## src/design/otb_pkg.sv

```systemverilog
// Shared types and constants for the Otsu threshold binariser.
package otb_pkg;

  // Request and result payloads
  typedef struct packed {
    logic       action;
    logic [7:0] pixel;
    logic       last;
  } in_req_t;

  typedef struct packed {
    logic       result_kind;
    logic [7:0] result_value;
    logic       overflow;
  } out_rsp_t;

  localparam logic ACT_HISTOGRAM  = 1'b0;
  localparam logic ACT_BINARIZE   = 1'b1;
  localparam logic KIND_THRESHOLD = 1'b0;
  localparam logic KIND_PIXEL     = 1'b1;

  localparam logic [7:0] PIX_WHITE = 8'd255;
  localparam logic [7:0] PIX_BLACK = 8'd0;

  // Classified work passed from front to back
  typedef enum logic [1:0] {
    OP_ACC,
    OP_ACC_LAST,
    OP_BIN
  } op_e;

  typedef struct packed {
    op_e        op;
    logic [7:0] pixel;   // already saturated to the top bin for histogram work
  } q_entry_t;

  localparam int unsigned QDEPTH = 4;
  localparam int unsigned QPW    = 2;

  // Shared limb multiplier: up to 4 x 2 limbs of 32 bits
  localparam int unsigned LIMB   = 32;
  localparam int unsigned MUL_AW = 128;
  localparam int unsigned MUL_BW = 64;
  localparam int unsigned MUL_PW = 192;

  typedef struct packed {
    logic              start;
    logic [2:0]        na;
    logic [1:0]        nb;
    logic [MUL_AW-1:0] a;
    logic [MUL_BW-1:0] b;
  } mul_req_t;

  typedef struct packed {
    logic              done;
    logic [MUL_PW-1:0] prod;
  } mul_rsp_t;

  typedef enum logic [3:0] {
    BS_RUN,
    BS_DRAIN,
    BS_FETCH,
    BS_ACC,
    BS_CHECK,
    BS_ISSUE,
    BS_MUL,
    BS_NEXT,
    BS_REPORT
  } back_state_e;

  typedef enum logic [2:0] {
    MOP_A,     // ST * P
    MOP_B,     // S * N
    MOP_DEN,   // P * (N - P)
    MOP_SQ,    // D * D
    MOP_L,     // D^2 * best denominator
    MOP_R      // best D^2 * denominator
  } mop_e;

endpackage

```

## src/design/otb_mul.sv

```systemverilog
// Limb-serial multiplier: one 32x32 partial product per cycle.
module otb_mul (
  input  logic              clk_i,
  input  logic              rst_ni,
  input  otb_pkg::mul_req_t req_i,
  output otb_pkg::mul_rsp_t rsp_o
);
  import otb_pkg::*;

  logic [MUL_AW-1:0] a_q;
  logic [MUL_BW-1:0] b_q;
  logic [2:0]        na_q;
  logic [1:0]        nb_q;
  logic [1:0]        i_q;
  logic              j_q;
  logic              busy_q, ppv_q, pplast_q, done_q;
  logic [2*LIMB-1:0] pp_q, pp_d;
  logic [2:0]        sh_q;
  logic [MUL_PW-1:0] acc_q;
  logic              last_pp, last_j;

  assign last_j  = ({1'b0, j_q} == nb_q - 2'd1);
  assign last_pp = ({1'b0, i_q} == na_q - 3'd1) && last_j;
  assign pp_d    = (2*LIMB)'(a_q[{i_q, 5'd0} +: LIMB]) * (2*LIMB)'(b_q[{j_q, 5'd0} +: LIMB]);

  assign rsp_o.done = done_q;
  assign rsp_o.prod = acc_q;

  always_ff @(posedge clk_i or negedge rst_ni) begin
    if (!rst_ni) begin
      busy_q   <= 1'b0;
      ppv_q    <= 1'b0;
      pplast_q <= 1'b0;
      done_q   <= 1'b0;
    end else begin
      if (req_i.start) begin
        busy_q <= 1'b1;
      end else if (busy_q && last_pp) begin
        busy_q <= 1'b0;
      end
      ppv_q    <= busy_q;
      pplast_q <= busy_q && last_pp;
      done_q   <= ppv_q && pplast_q;
    end
  end

  always_ff @(posedge clk_i) begin
    if (req_i.start) begin
      a_q   <= req_i.a;
      b_q   <= req_i.b;
      na_q  <= req_i.na;
      nb_q  <= req_i.nb;
      i_q   <= '0;
      j_q   <= 1'b0;
      acc_q <= '0;
    end else begin
      if (busy_q) begin
        if (last_j) begin
          j_q <= 1'b0;
          i_q <= i_q + 1'b1;
        end else begin
          j_q <= 1'b1;
        end
      end
      if (ppv_q) acc_q <= acc_q + ({128'd0, pp_q} << {sh_q, 5'd0});
    end
    pp_q <= pp_d;
    sh_q <= {1'b0, i_q} + {2'b00, j_q};
  end

endmodule

```

## config.mk

```make
export PLATFORM = sky130hd
export DESIGN_NAME = otb_mul
export DESIGN_NICKNAME = d
export VERILOG_FILES = /design/src/design/otb_pkg.sv /design/src/design/otb_mul.sv
export SDC_FILE = /design/constraint.sdc
export NUM_CORES = 2
export LEC_CHECK = 0
export BUFFER_PORTS_ARGS = -buffer_cell sky130_fd_sc_hd__buf_2
export CAP_MARGIN = 20
export CELL_PAD_IN_SITES_DETAIL_PLACEMENT = 0
export CELL_PAD_IN_SITES_GLOBAL_PLACEMENT = 1
export CORE_UTILIZATION = 49
export CTS_CLUSTER_DIAMETER = 60
export DETAILED_ROUTE_END_ITERATION = 10
export HOLD_SLACK_MARGIN = 0.1
export PLACE_DENSITY = 0.91
export SLEW_MARGIN = 20
export SYNTH_ARGS = -nofsm -noshare
export SYNTH_HDL_FRONTEND = slang
export SYNTH_SLANG_ARGS = --single-unit
```

## constraint.sdc

```tcl
create_clock -name clk_i -period 10.2 [get_ports clk_i]
set_input_delay 2.04 -clock clk_i [delete_from_list [all_inputs] [get_ports clk_i]]
set_output_delay 2.04 -clock clk_i [all_outputs]
set_load 0.005 [all_outputs]
```

# ---- Word-level counts from Yosys, hierarchy flattened
# Index checks and enable logic that the tools add are counted.
dict set report totals {
  inputBits 200
  output_inout_bits 193
  ff_bits 463
  word_cells 32
}
dict set report op_classes {
  muxes 3
  shift 3
  eq_ne 2
  add_sub_neg 5
  multipliers 1
  n_reduce_logical 5
}
# cell count
set op_table {}
lappend op_table {{192-bit adder} 1}
lappend op_table {{64-bit by 8-bit left shift with 192-bit output} 1}
lappend op_table {{128-bit by 8-bit indexed part select with 32-bit output} 1}
lappend op_table {{32-bit by 32-bit multiplier with 64-bit output} 1}
lappend op_table {{64-bit by 7-bit indexed part select with 32-bit output} 1}
lappend op_table {{2-bit by 1-bit adder with 3-bit output} 1}
lappend op_table {{2-bit by 3-bit == test with 1-bit output} 1}
lappend op_table {{1-bit logical AND} 3}
lappend op_table {{1-bit two-way mux} 3}
lappend op_table {{3-bit by 1-bit subtractor with 3-bit output, second input constant} 1}
lappend op_table {{2-bit by 1-bit adder with 2-bit output, second input constant} 1}
lappend op_table {{1-bit by 2-bit == test with 1-bit output} 1}
lappend op_table {{2-bit AND reduction} 1}
lappend op_table {{2-bit nonzero test} 1}
lappend op_table {{2-bit by 1-bit subtractor with 2-bit output, second input constant} 1}

# ---- Longest topological paths before layout
dict set report logic_depth {
  ltp_word 6
  ltp_mapped 37
  ltp_nobuf 34
}

# ---- Least setup slack after synthesis
# OpenSTA, ideal clock, no wires.
dict set report synth_path {
  path_type {register to register}
  start {reg i_q[0]}
  end {reg pp_q[59]}
  path_slack_ps 932
  n_path_buf 3
  required_ps 10080
  synth_period_minus_slack_ps 9268
  path_stages_with_launch 36
  arrival_ps 9149
  setup_time_ps 120
  cell_sequence {dfxtp_1 -> clkbuf_1 -> clkbuf_1 -> mux2i_1 -> nand2_1 -> o21ai_1 -> clkbuf_1 -> nor2_1 -> fa_1 -> inv_1 -> fa_1 -> fa_1 -> fa_1 -> inv_1 -> fa_1 -> inv_1 -> fa_1 -> inv_1 -> fa_1 -> inv_1 -> fa_1 -> inv_1 -> ha_1 -> o21ai_0 -> nor2_1 -> or4_1 -> a31o_2 -> a221oi_2 -> o21ai_1 -> a21oi_1 -> o41ai_1 -> o21ai_2 -> o31ai_1 -> a21oi_1 -> o21ai_0 -> xnor2_1}
}
dict set report synth_between {
  elab_chain_cells 2
}
# item line_no
set synth_rtl {}
lappend synth_rtl {{start: declaration} otb_mul.sv:14} ;# logic [1:0] i_q;
lappend synth_rtl {{start signal: assignment} otb_mul.sv:60} ;# i_q <= i_q + 1'b1;
lappend synth_rtl {{128-bit by 8-bit indexed part select with 32-bit output} otb_mul.sv:24} ;# assign pp_d = (2*LIMB)'(a_q[{i_q, 5'd0} +: LIMB]) * (2*LIMB)'(b_q[{j_q, 5'd0} +: LIMB]);
lappend synth_rtl {{32-bit by 32-bit multiplier with 64-bit output} otb_mul.sv:24}
lappend synth_rtl {{via pp_d[59]} otb_mul.sv:17} ;# logic [2*LIMB-1:0] pp_q, pp_d;
lappend synth_rtl {{end signal: assignment} otb_mul.sv:67} ;# pp_q <= pp_d;
lappend synth_rtl {{end: declaration} otb_mul.sv:17}
# The timed path passes the listed nets, and every way through them passes these cells.
# A chain may end at the register's enable or synchronous reset.

# ---- Final worst setup path
dict set report layout_path {
  start {reg i_q[0]}
  end {reg pp_q[62]}
}
# The elaborated chain is that of the path after synthesis.

==> metrics <==
Slew Limit Headroom=a little over an eighth; EDFF count, synth=197; die height=358.3 µm; CTS tree=done; All-Layer GR Usage=a little under two fifths; xor/xnor share of the synthesized area=3.422%; Fin. Hold Viols=0; worst-case clock buffer depth=3; fraction of layout cells with a size suffix above 1=10.98%; unrepaired setup endpoints after global routing=false; CTS resizes=0; worst path bufs/invs=4; final wirelength=237400 µm; GRT Residual Overflow=0; Critical Path Fanout Max=18; fraction of synthesized area in multiplexers=under 10%; Setup WS pre-CTS=642.3 ps; Synth Area in Adders=38.06%; Synth Warn #=0; initial core utilization=49.47%; critical path arrival=between 10000 and 15000 ps; antenna violations before repair=8; hold buffers post-CTS=0; CP max stage cell=fa_1; Final Cycle Share=94.96%; drt first pass iters=10; worst path required time=10740 ps; Cell variety after synth=85; top_reg_cell synth=dfxtp_1; GP Congestion=1.066; FMAX=0.1032 GHz; Worst path max stage delay=580 ps; ys async rst share=0.8639%; Slew @ Worst Pin=approximately 1300 ps; Seq cells post-synth=around 460; WHS Path Cells=2; die area=roughly 0.13 mm²; Worst Hold Class=flop to flop; clock sink count=463; Crit Path Class=flop to flop; number of H-tree levels=3; first-pass GRT wire length=roughly 350000 µm; Skew-Pair Late Insertion Delay=just under 700 ps; max cap viols=0; PnR worst setup slack=514.3 ps; met1 usage=around 45%; Post-Synth Simple-Gate Area=15.39%; Worst path depth=28; Synth area leaders=fa_1 29%, edfxtp_1 9.5%, ha_1 9.2%; Final #Nets=8989; remaining antenna violation count after routing=0; clock slew at reported path FFs=roughly 60 ps; final std cells w/o fill=9145; chip width=358.3 µm; Synth Area in Compound Gates=12.77%; IO Count=slightly below 400; core area=0.1257 mm²; status=complete, no violations; cells on worst reg2reg path=28; post-DR wirelength/cell=between 20 and 30 µm; largest family of logic cells by synthesized area=adder cells; Post-Layout Inst Area=0.06863 mm²; routed vias=54550; Critical Path End Type=flop; leading area contributor after synthesis=fa_1; Final Max Slew Viols=0; Worst Clk Skew=38.28 ps; IO buf count=392; Placed Cells=9016; critical path's top delay family=adder cells; Vias per Instance=5.965; Post-CTS Setup Inserts=0; Rows=130; dpl cell area=0.06633 mm²; top-area cell type share of the netlist area=28.87%; setup TNS=0 ps; Final setup viols=0; CP most frequent cell=fa_1; DRT iter0 DRCs=6073; Synth Cell Area=0.06220 mm²; Setup crit start kind=flop; syn_nets=8725; gr busiest metal=met2; fin crit period=~9700 ps; Area growth syn-to-layout=10.34%; vias in the first global route=55000; drt drc=0; post-detail-place hpwl=194500 µm; average cell area after synthesis=8.674 µm²; TritonCTS Buffers=66; GRT met3 Usage=8.995%; met2 usage=57.02%; largest net degree at the start of global routing=181; post-synthesis sequential area ratio=18.10%; CTS root buffer=clkbuf_16; post-synthesis instance total=7171
==> layer usage <==
layer | vias up | part of all wire, %
met4 | 4 | 9.2
met2 | 3268 | 43
met1 | 26530 | 36
met5 | - | 0.012
li1 | 23970 | -
met3 | 785 | 11
==> worst reg2reg max path, delay by kind of cell (launching register included) <==
kind / cells / cell delay (ps)
simple gates: 1 / 130
fa+ha+maj: 9 / 4340
mux: 1 / 400
compound gates: 12 / 3390
xor+xnor: 1 / 160
buf+inv: 4 / 640
flops: 1 / 520
==> synth_stat cells, types with 8 or more instances <==
master / instances
a221oi_1: 8
o31ai_1: 18
o221ai_1: 8
or4_1: 9
dfxtp_1: 262
xor2_1: 96
buf_1: 18
inv_1: 920
and3_1: 21
o21a_1: 69
xnor2_1: 147
fa_1: 897
a21oi_1: 428
a21o_1: 135
o211ai_1: 8
nor3_1: 49
and2_1: 44
o21ai_0: 281
nand2b_1: 28
or2_2: 17
nand2_1: 821
ha_1: 457
mux2i_1: 205
clkbuf_1: 329
nand3_1: 60
edfxtp_1: 197
nor4_1: 17
a22o_1: 42
buf_2: 14
or3_1: 11
o21bai_1: 80
mux2_2: 65
a211oi_1: 20
nor2_1: 1056
a22oi_1: 35
a21boi_0: 8
nand4_1: 105
a31oi_1: 26
nor2b_1: 25
o21ai_1: 29
==> state kept, by name, indices dropped and copies added (netlist names), 2 cells and up <==
register / count
nb_q: 2
sh_q: 3
a_q: 128
acc_q: 192
na_q: 3
b_q: 64
pp_q: 64
i_q: 2
==> cell families after synthesis <==
group	count (synthesis)
AND/OR/NAND/NOR	2289
adder cells (fa/ha/maj)	1354
buffers and inverters	1283
AO/OA/AOI/OAI	1269
flip-flops	463
multiplexers	270
XOR/XNOR	243
==> final cells by class <==
type / count / area [µm²]
timing repair buffer: 559 / 3294
inverter: 920 / 3453
clock buffer: 80 / 1777
fill: 11610 / 57100
antenna: 7 / 17.52
tap: 1650 / 2064
sequential: 463 / 11280
clock inverter: 41 / 478.0
multi-input combinational: 5425 / 46270
==> placed cells by master, fill, tap and decap left out, drive strengths merged, types with 12 or more instances in the layout <==
cell,netlist,routed
nor2,1056,1056
inv,920,929
fa,897,897
nand2,821,821
buf,34,558
ha,457,457
a21oi,430,430
o21ai,311,311
dfxtp,262,262
mux2i,205,205
edfxtp,197,197
xnor2,147,147
a21o,135,135
nand4,107,107
xor2,96,96
clkbuf,329,81
o21bai,80,80
o21a,69,69
mux2,65,65
nand3,60,60
nor3,50,50
and2,44,44
a22o,42,42
a22oi,35,35
nand2b,28,28
a31oi,26,26
nor2b,25,25
and3,22,22
a211oi,22,22
o31ai,21,21
clkinv,0,19
nor4,17,17
or2,17,17
or3,12,12
==> through the flow <==
stage	hold WS, ps	utilization (%)
after global placement	441.3	52.74
final	470.0	54.59
after detailed placement	460.7	52.76
after floorplan	374.7	-
after global routing	500.6	54.58
after CTS	469.2	54.55
==> worst paths after layout <==
kind                             from  slack, ps          to
setup / recovery               i_q[0]        510    pp_q[62]
hold / removal             acc_q[146]        470  acc_q[146]
min in group asynchronous      rst_ni       1210       ppv_q
setup reg to reg               i_q[0]        510    pp_q[62]
max in group asynchronous      rst_ni       8780      busy_q
hold reg to reg            acc_q[146]        470  acc_q[146]
Power is not shown: default switching activity piles up to over one toggle a cycle in this logic, so the estimate is an artifact.
