$ cat src/design/otb_pkg.sv
// Shared types and constants for the Otsu threshold binariser.
package otb_pkg;

  // Request and result payloads
  typedef struct packed {
    logic       action;
    logic [7:0] pixel;
    logic       last;
  } in_req_t;

  typedef struct packed {
    logic       result_kind;
    logic [7:0] result_value;
    logic       overflow;
  } out_rsp_t;

  localparam logic ACT_HISTOGRAM  = 1'b0;
  localparam logic ACT_BINARIZE   = 1'b1;
  localparam logic KIND_THRESHOLD = 1'b0;
  localparam logic KIND_PIXEL     = 1'b1;

  localparam logic [7:0] PIX_WHITE = 8'd255;
  localparam logic [7:0] PIX_BLACK = 8'd0;

  // Classified work passed from front to back
  typedef enum logic [1:0] {
    OP_ACC,
    OP_ACC_LAST,
    OP_BIN
  } op_e;

  typedef struct packed {
    op_e        op;
    logic [7:0] pixel;   // already saturated to the top bin for histogram work
  } q_entry_t;

  localparam int unsigned QDEPTH = 4;
  localparam int unsigned QPW    = 2;

  // Shared limb multiplier: up to 4 x 2 limbs of 32 bits
  localparam int unsigned LIMB   = 32;
  localparam int unsigned MUL_AW = 128;
  localparam int unsigned MUL_BW = 64;
  localparam int unsigned MUL_PW = 192;

  typedef struct packed {
    logic              start;
    logic [2:0]        na;
    logic [1:0]        nb;
    logic [MUL_AW-1:0] a;
    logic [MUL_BW-1:0] b;
  } mul_req_t;

  typedef struct packed {
    logic              done;
    logic [MUL_PW-1:0] prod;
  } mul_rsp_t;

  typedef enum logic [3:0] {
    BS_RUN,
    BS_DRAIN,
    BS_FETCH,
    BS_ACC,
    BS_CHECK,
    BS_ISSUE,
    BS_MUL,
    BS_NEXT,
    BS_REPORT
  } back_state_e;

  typedef enum logic [2:0] {
    MOP_A,     // ST * P
    MOP_B,     // S * N
    MOP_DEN,   // P * (N - P)
    MOP_SQ,    // D * D
    MOP_L,     // D^2 * best denominator
    MOP_R      // best D^2 * denominator
  } mop_e;

endpackage

$ cat src/design/otb_queue.sv
// Short work queue between the front and back ends.
module otb_queue (
  input  logic              clk_i,
  input  logic              rst_ni,
  input  logic              push_i,
  input  otb_pkg::q_entry_t entry_i,
  output logic              full_o,
  input  logic              pop_i,
  output logic              empty_o,
  output otb_pkg::q_entry_t head_o
);
  import otb_pkg::*;

  q_entry_t       mem_q [QDEPTH];
  logic [QPW-1:0] wr_ptr_q, rd_ptr_q;
  logic [QPW:0]   cnt_q;

  assign full_o  = (cnt_q == (QPW+1)'(QDEPTH));
  assign empty_o = (cnt_q == '0);
  assign head_o  = mem_q[rd_ptr_q];

  always_ff @(posedge clk_i or negedge rst_ni) begin
    if (!rst_ni) begin
      wr_ptr_q <= '0;
      rd_ptr_q <= '0;
      cnt_q    <= '0;
    end else begin
      if (push_i) wr_ptr_q <= wr_ptr_q + 1'b1;
      if (pop_i)  rd_ptr_q <= rd_ptr_q + 1'b1;
      case ({push_i, pop_i})
        2'b10:   cnt_q <= cnt_q + 1'b1;
        2'b01:   cnt_q <= cnt_q - 1'b1;
        default: cnt_q <= cnt_q;
      endcase
    end
  end

  always_ff @(posedge clk_i) begin
    if (push_i) mem_q[wr_ptr_q] <= entry_i;
  end

endmodule

$ cat config.mk
export PLATFORM = sky130hd
export DESIGN_NAME = otb_queue
export DESIGN_NICKNAME = d
export VERILOG_FILES = /design/src/design/otb_pkg.sv /design/src/design/otb_queue.sv
export SDC_FILE = /design/constraint.sdc
export NUM_CORES = 1
export LEC_CHECK = 0
export BUFFER_PORTS_ARGS = -buffer_cell sky130_fd_sc_hd__buf_2
export CORE_MARGIN = 8
export CORE_UTILIZATION = 59
export DETAILED_ROUTE_END_ITERATION = 16
export GPL_TIMING_DRIVEN = 0
export PLACE_DENSITY = 0.8
export RECOVER_POWER = 100
export REMOVE_ABC_BUFFERS = 1
export SLEW_MARGIN = 5
export SYNTH_ARGS = -nofsm -noshare
export SYNTH_HDL_FRONTEND = slang
export SYNTH_SLANG_ARGS = --single-unit
$ cat constraint.sdc
create_clock -name clk_i -period 3.2 [get_ports clk_i]
set_input_delay 0.32 -clock clk_i [delete_from_list [all_inputs] [get_ports clk_i]]
set_output_delay 0.32 -clock clk_i [all_outputs]
set_load 0.05 [all_outputs]
# ---- Word level (Yosys, flattened, before mapping)
# Memory sizes are Yosys's and may differ from the RTL's.
# Index checks and enable logic that the tools add are counted.
dict set report word_totals {
  wordCells 16
  regBits 7
  ram_bits 40
  out_inout_bits 12
  inputBits 14
  n_memories 1
}
# name depth width rd rd_clocked_by_memory_dff write_ports line_no
set memory_table {}
lappend memory_table {mem_q 4 10 1 0 1 otb_queue.sv:14} ;# q_entry_t mem_q [QDEPTH];
dict set report op_classes {
  n_addsub 4
  eq_ne 3
  n_mux 3
  reduce_logical 2
}
# operator count
set ops {}
lappend ops {{one-hot mux 3 bit (2 select lines)} 1}
lappend ops {{adder 2 x 1 -> 2 bit, second input constant} 2}
lappend ops {{adder 3 x 1 -> 3 bit, second input constant} 1}
lappend ops {{equality test 3 bit, second input constant} 1}
lappend ops {{logical NOT 3 bit} 1}
lappend ops {{subtractor 3 x 1 -> 3 bit, second input constant} 1}
lappend ops {{equality test 2 x 1 -> 1 bit, second input constant} 1}
lappend ops {{equality test 2 bit, second input constant} 1}
lappend ops {{two-way mux 1 bit} 2}
lappend ops {{nonzero test 2 bit} 1}

# ---- Longest topological paths before layout
# Gate-level depths: netlist of the first run.
dict set report logic_depth {
  ltp_word 2
  ltp_mapped 7
  mapped_depth_nobuf 7
}

# ---- Worst setup path before layout of the first run
# OpenSTA, ideal clock, no wires.
dict set report synth_path {
  path_kind {register to output}
  start {register cnt_q[0]}
  end {output empty_o}
  t_required_ns 2.880
  slack_ns 1.395
  arrival_time_ns 1.485
  path_buffers 0
  path_stages_with_launch 2
  path_cell_list {dfrtp_1 -> nor3_1}
}
dict set report synth_between {
  elab_chain_len 1
}
# element line_no
set synth_lines {}
lappend synth_lines {{start: declaration} otb_queue.sv:16} ;# logic [QPW:0] cnt_q;
lappend synth_lines {{start signal: assignment} otb_queue.sv:31} ;# 2'b10: cnt_q <= cnt_q + 1'b1;
lappend synth_lines {{start signal: assignment} otb_queue.sv:32} ;# 2'b01: cnt_q <= cnt_q - 1'b1;
lappend synth_lines {{start signal: assignment} otb_queue.sv:33} ;# default: cnt_q <= cnt_q;
lappend synth_lines {{logical NOT 3 bit} otb_queue.sv:19} ;# assign empty_o = (cnt_q == '0);
lappend synth_lines {{end: declaration} otb_queue.sv:9} ;# output logic empty_o,
# No other way between the ends.

==> results of run 1 <==
## worst paths after layout
check | start | endpoint | slack [ns] | cells past startpoint
max | rd_ptr_q[0] | head_o[8] | 0.74 | 2
min | pop_i | rd_ptr_q[0] | 0.18 | 2
max reg2reg | wr_ptr_q[0] | mem_q[0][4] | 1.51 | 3
min reg2reg | cnt_q[2] | cnt_q[2] | 0.51 | 1
max in group asynchronous | rst_ni | rd_ptr_q[1] | 2.51 | 2
min in group asynchronous | rst_ni | cnt_q[1] | 0.42 | 2
## logic make-up (layout without fill, tap and decap cells)
logic type	Yosys count	count (layout)	share of synthesized area [%]
muxes	10	10	12.6
AOI/OAI and AO/OA	2	2	0.543
buffers and inverters	8	40	2.10
and+or+nand+nor	10	10	2.78
DFF	47	47	74.6
adders and majority gates	6	6	4.48
xor gates and xnor gates	6	6	2.85
## through the flow
step,util (%),instance area (um2)
finish,67.4,2020
global route,67.4,2020
CTS,68.4,2050
detailed placement,66.4,1990
global placement,66.4,1990
floorplan,-,1830
## power breakdown
group	internal, mW	leakage [nW]	switching [mW]
sequential	0.816	0.450	0.119
combinational	0.225	0.229	0.528
clock	0.0859	0.0293	0.166
## timing repair
item                      CTS  global route
hold endpoints to repair    7             0
resized for setup           0             0
hold buffers                1             0
## state kept, by name, summed over array words and instances, names as in the netlist
name,count
rd_ptr_q,2
mem_q,40
cnt_q,3
wr_ptr_q,2
## area by class of cell
cell class,count,area [um2],share of cell area (%)
well taps,33,41.3,2.04
clock inverters,1,5.00,0.247
multi-input cells,34,429,21.2
flip-flops and latches,47,1380,68.0
inverters,6,22.5,1.11
clock buffers,7,45.0,2.22
repair buffers,26,105,5.19
## synthesized netlist by cell type
library cell   n
edfxtp_1      40
mux4_2         8
dfrtp_1        7
inv_1          6
ha_1           5
and2_1         4
xor2_1         4
nand2_1        3
mux4_1         2
o21ai_0        2
xnor2_1        2
and3_1         1
buf_2          1
buf_6          1
fa_1           1
nor2_1         1
nor3_1         1
## layer usage
metal	vias to the layer above	wire length [um]	global-route usage, %
li1	403	-	-
met1	422	1140	13.3
met2	26	1590	22.5
met3	9	147	5.37
met4	0	102	8.39
met5	-	0	0
==> flow_metrics.py, run 1 <==
metrics = {
    "synthesis": {
        "yosys.area.top_type": "edfxtp_1",
        "ys_top_cells_by_area": "edfxtp_1 65%, mux4_2 9.8%, dfrtp_1 9.5%",
        "yosysUniqueCellTypes": 17,
        "yosys_warnings": 0,
        "yosysSeqAreaShare_pct": 74.6,
        "yosysTopAreaCellShare_pct": 65.1,
        "avgSynthCellArea_um2": 20.7,
        "syn_area_um2": 1840,
        "synthCells": 89,
        "synth_seq_cells": 47,
    },
    "timing": {
        "period_needed_ns": 2.46,
        "setup_ws_ns": 0.735,
        "period_share_pct": 77.0,
        "finalMaxSlewViolations": 0,
        "hold_ws_ns": 0.182,
        "max_slew_margin_pct": 47.2,
        "finalSetupViolCount": 0,
        "tns_ns": 0,
        "max_slew.worst_pin.slew_ns": 0.792,
        "max_freq_mhz": 406,
        "hold_viol_final": 0,
        "rsz0062_at_grt": "no",
        "finClkSkew_ns": 0.00132,
    },
    "drt": {
        "drt_iter0_markers": 54,
        "vias": 860,
        "via_per_inst": 5.58,
        "drc": 0,
        "routed_wl_mm": 2.99,
        "detail_route.first_pass.iterations": 4,
        "postRouteAntennaNets": 0,
        "wire_per_inst_um": 19.4,
    },
    "clock_network": {
        "postCtsSetupBuffers": 0,
        "clk_pin_slew_worst_paths_ns": 0.12,
        "cts_tree": "built",
        "cts_buffers": 5,
        "cts.sinks": 47,
        "cts_buffer_depth": 2,
        "htree_levels": 2,
        "clock-root-buffer": "clkbuf_4",
        "clk_latency_ns": 0.34,
    },
    "worst_setup_path": {
        "critPathMaxStageDelay_ns": 0.81,
        "critical-path-top-delay-family": "flip-flops",
        "crit_chain": "mux4_1 > clkbuf_1",
        "critical_path_arrival_ns": 2.14,
        "end_kind": "output pin",
        "crit_required_ns": 2.88,
        "path_max_fanout": 12,
        "critPathSlowestCell": "dfrtp_1",
        "cp.buffers_inverters": 1,
        "cp-start-kind": "flop",
        "crit_type": "flop to output pin",
    },
    "floorplanning": {
        "die_y_um": 71.9,
        "pin_count": 26,
        "num_rows": 20,
        "die_area_um2": 5170,
        "core-area_um2": 3000,
        "start_util_pct": 61.4,
        "die_w_um": 71.9,
    },
    "final_layout": {
        "layout_commonest_cell": "edfxtp_1",
        "drive_above_1_share_pct": 12.4,
        "n_antenna_cell": 0,
        "fin_nets": 140,
        "nFillCells": 209,
        "layout.cells.non_filler": 154,
        "area_delta_synth_final_pct": 9.77,
        "final_cell_mix": "40 x edfxtp_1, 26 x clkbuf_1, 8 x mux4_2, 7 x dfrtp_1, 6 x inv_1",
    },
    "global_route": {
        "grt_pass1_wl_mm": 4.92,
        "grt_max_degree": 14,
        "overflow": 0,
        "antenna_found_initial": 0,
        "grt_usage_pct": 13.3,
        "first_global_vias": 1033,
    },
    "pwr": {
        "powerDensity_nw_per_um2": 958,
        "ir_drop_uv": 570,
        "p_total_mw": 1.94,
        "power_leakage_nw": 0.708,
    },
    "outcome": {
        "status": "complete, no violations",
    },
    "placed_design": {
        "dpl_worst_slack_ns": 1.17,
        "dp_cells": 145,
        "hpwl_mm": 2.08,
        "port_buffers": 25,
        "gp_congestion": 0.631,
    },
    "worst_hold_path": {
        "hp-class": "input pin to flop",
    },
    "job": {
        "maxCapViolCount": 0,
    },
}
Note: power is estimated with default switching activity, not from simulation.
==> run 2: changes to the inputs <==
- CORE_UTILIZATION: 59 -> 55
- PLACE_DENSITY: 0.8 -> 0.75
- clock period: 3.2 -> 2.6 ns (I/O delays scaled with it)
==> flow_metrics.py, run 2 (synthesized netlist as in run 1, its figures left out) <==
metrics = {
    "final_layout": {
        "nFillCells": 259,
        "regMostFlops": "mem_q",
        "finish.utilization_pct": 62.6,
        "final_cell_mix": "40 x edfxtp_1, 14 x clkbuf_1, 10 x clkbuf_2, 8 x mux4_2, 7 x dfrtp_1",
        "n_antenna_cell": 0,
        "layout.cells.non_filler": 167,
        "seqCellArea_um2": 1380,
        "final_cell_area_um2": 2060,
        "drive_above_1_share_pct": 20.7,
        "top_regs": "mem_q: 40 flops, cnt_q: 3 flops",
        "multi_input_area_um2": 429,
        "fin_nets": 140,
        "largest_reg_flops": 40,
        "layout_commonest_cell": "edfxtp_1",
        "area_delta_synth_final_pct": 11.5,
    },
    "floorplanning": {
        "die_y_um": 73.9,
        "pin_count": 26,
        "num_rows": 21,
        "start_util_pct": 56.2,
        "die_area_um2": 5460,
        "core-area_um2": 3280,
        "die_w_um": 73.9,
    },
    "worst_setup_path": {
        "crit_required_ns": 2.34,
        "reg2reg_to": "mem_q[0][8]",
        "path_max_fanout": 12,
        "cp-start-kind": "flop",
        "rr_worst_depth": 3,
        "crit_type": "flop to output pin",
        "r2r-start": "wr_ptr_q[0]",
        "end_kind": "output pin",
        "rrSetupSlack_ns": 0.95,
        "critical_path_arrival_ns": 2.05,
    },
    "clock_network": {
        "cts_buffers": 5,
        "postCtsSetupBuffers": 0,
        "cts_buffer_depth": 2,
        "clk_latency_ns": 0.35,
        "cts_tree": "built",
        "cts.sinks": 47,
        "clock-root-buffer": "clkbuf_4",
        "htree_levels": 2,
        "clk_pin_slew_worst_paths_ns": 0.11,
    },
    "worst_hold_path": {
        "whs_endpoint": "rd_ptr_q[0]",
        "hold_path_depth": 2,
        "hp-class": "input pin to flop",
        "hold_start": "pop_i",
    },
    "drt": {
        "routed_wl_mm": 2.85,
        "wire_per_inst_um": 17.0,
        "vias": 880,
        "detail_route.first_pass.iterations": 4,
        "drc": 0,
        "via_per_inst": 5.27,
        "drt_iter0_markers": 35,
        "postRouteAntennaNets": 0,
    },
    "global_route": {
        "antenna_found_initial": 0,
        "overflow": 0,
        "first_global_vias": 964,
        "grt_max_degree": 15,
        "grt_pass1_wl_mm": 4.51,
        "grt_usage_pct": 11.8,
    },
    "job": {
        "maxCapViolCount": 0,
    },
    "pwr": {
        "power_leakage_nw": 0.735,
        "ir_drop_uv": 608,
        "powerDensity_nw_per_um2": 1170,
    },
    "placed_design": {
        "hpwl_mm": 1.98,
        "gp_congestion": 0.653,
        "port_buffers": 25,
        "dp_cells": 158,
        "placed_cell_area_um2": 2010,
    },
    "outcome": {
        "status": "complete, no violations",
    },
    "timing": {
        "tns_ns": 0,
        "max_slew.worst_pin.slew_ns": 0.779,
        "max_freq_mhz": 433,
        "period_needed_ns": 2.31,
        "hold_ws_ns": 0.128,
        "finClkSkew_ns": 0.0102,
        "rsz0062_at_grt": "no",
        "hold_viol_final": 0,
        "max_slew_margin_pct": 48.0,
        "finalSetupViolCount": 0,
        "finalMaxSlewViolations": 0,
        "period_share_pct": 88.9,
    },
}
run 2: report_power, final:
group	leakage (nW)	switching, mW	total [mW]	internal [mW]
logic	0.259	0.638	0.940	0.303
clock network	0.0263	0.209	0.308	0.0994
registers	0.450	0.149	1.15	1.00
total	0.735	0.996	2.40	1.41
run 2: critical path, stage by stage (launching register included):
cell and delay (ns):
dfrtp_1 0.82, mux4_1 0.63, clkbuf_2 0.25
run 2: stage by stage:
step | setup slack, ns | total power [mW]
detailed placement | 0.685 | 2.14
finish | 0.289 | 2.40
global placement | 0.683 | 2.10
CTS | 0.287 | 2.44
floorplan | 0.807 | 1.90
global route | 0.150 | 2.53
run 2: final cells by class:
cell class                 count  share of cell area [%]
inverter                       6                    1.10
clock buffer                   5                    1.83
timing repair buffer          26                    5.72
tap                           46                    2.80
clock inverter                 3                   0.730
sequential                    47                    67.0
multi-input combinational     34                    20.9
run 2: per-layer routing:
| metal | GRT usage (%) | wire length, um |
|---|---|---|
| met1 | 11.8 | 1130 |
| met5 | 0 | 0 |
| met4 | 6.65 | 64 |
| met2 | 21.3 | 1510 |
| met3 | 3.27 | 151 |
run 2: worst max path at each step:
stage / from / endpoint
after CTS: rd_ptr_q[0] / head_o[8]
after global routing: rd_ptr_q[0] / head_o[9]
after global placement: rd_ptr_q[0] / head_o[9]
final: rd_ptr_q[0] / head_o[9]
after floorplan: rd_ptr_q[0] / head_o[8]
after detailed placement: rd_ptr_q[0] / head_o[9]
run 2: repair_timing:
action / 4_1_cts / 5_1_grt
gates resized for setup: 0 / 0
setup endpoints to repair: 0 / 0
endpoints found under the hold margin: 7 / 0
hold buffers: 1 / 0
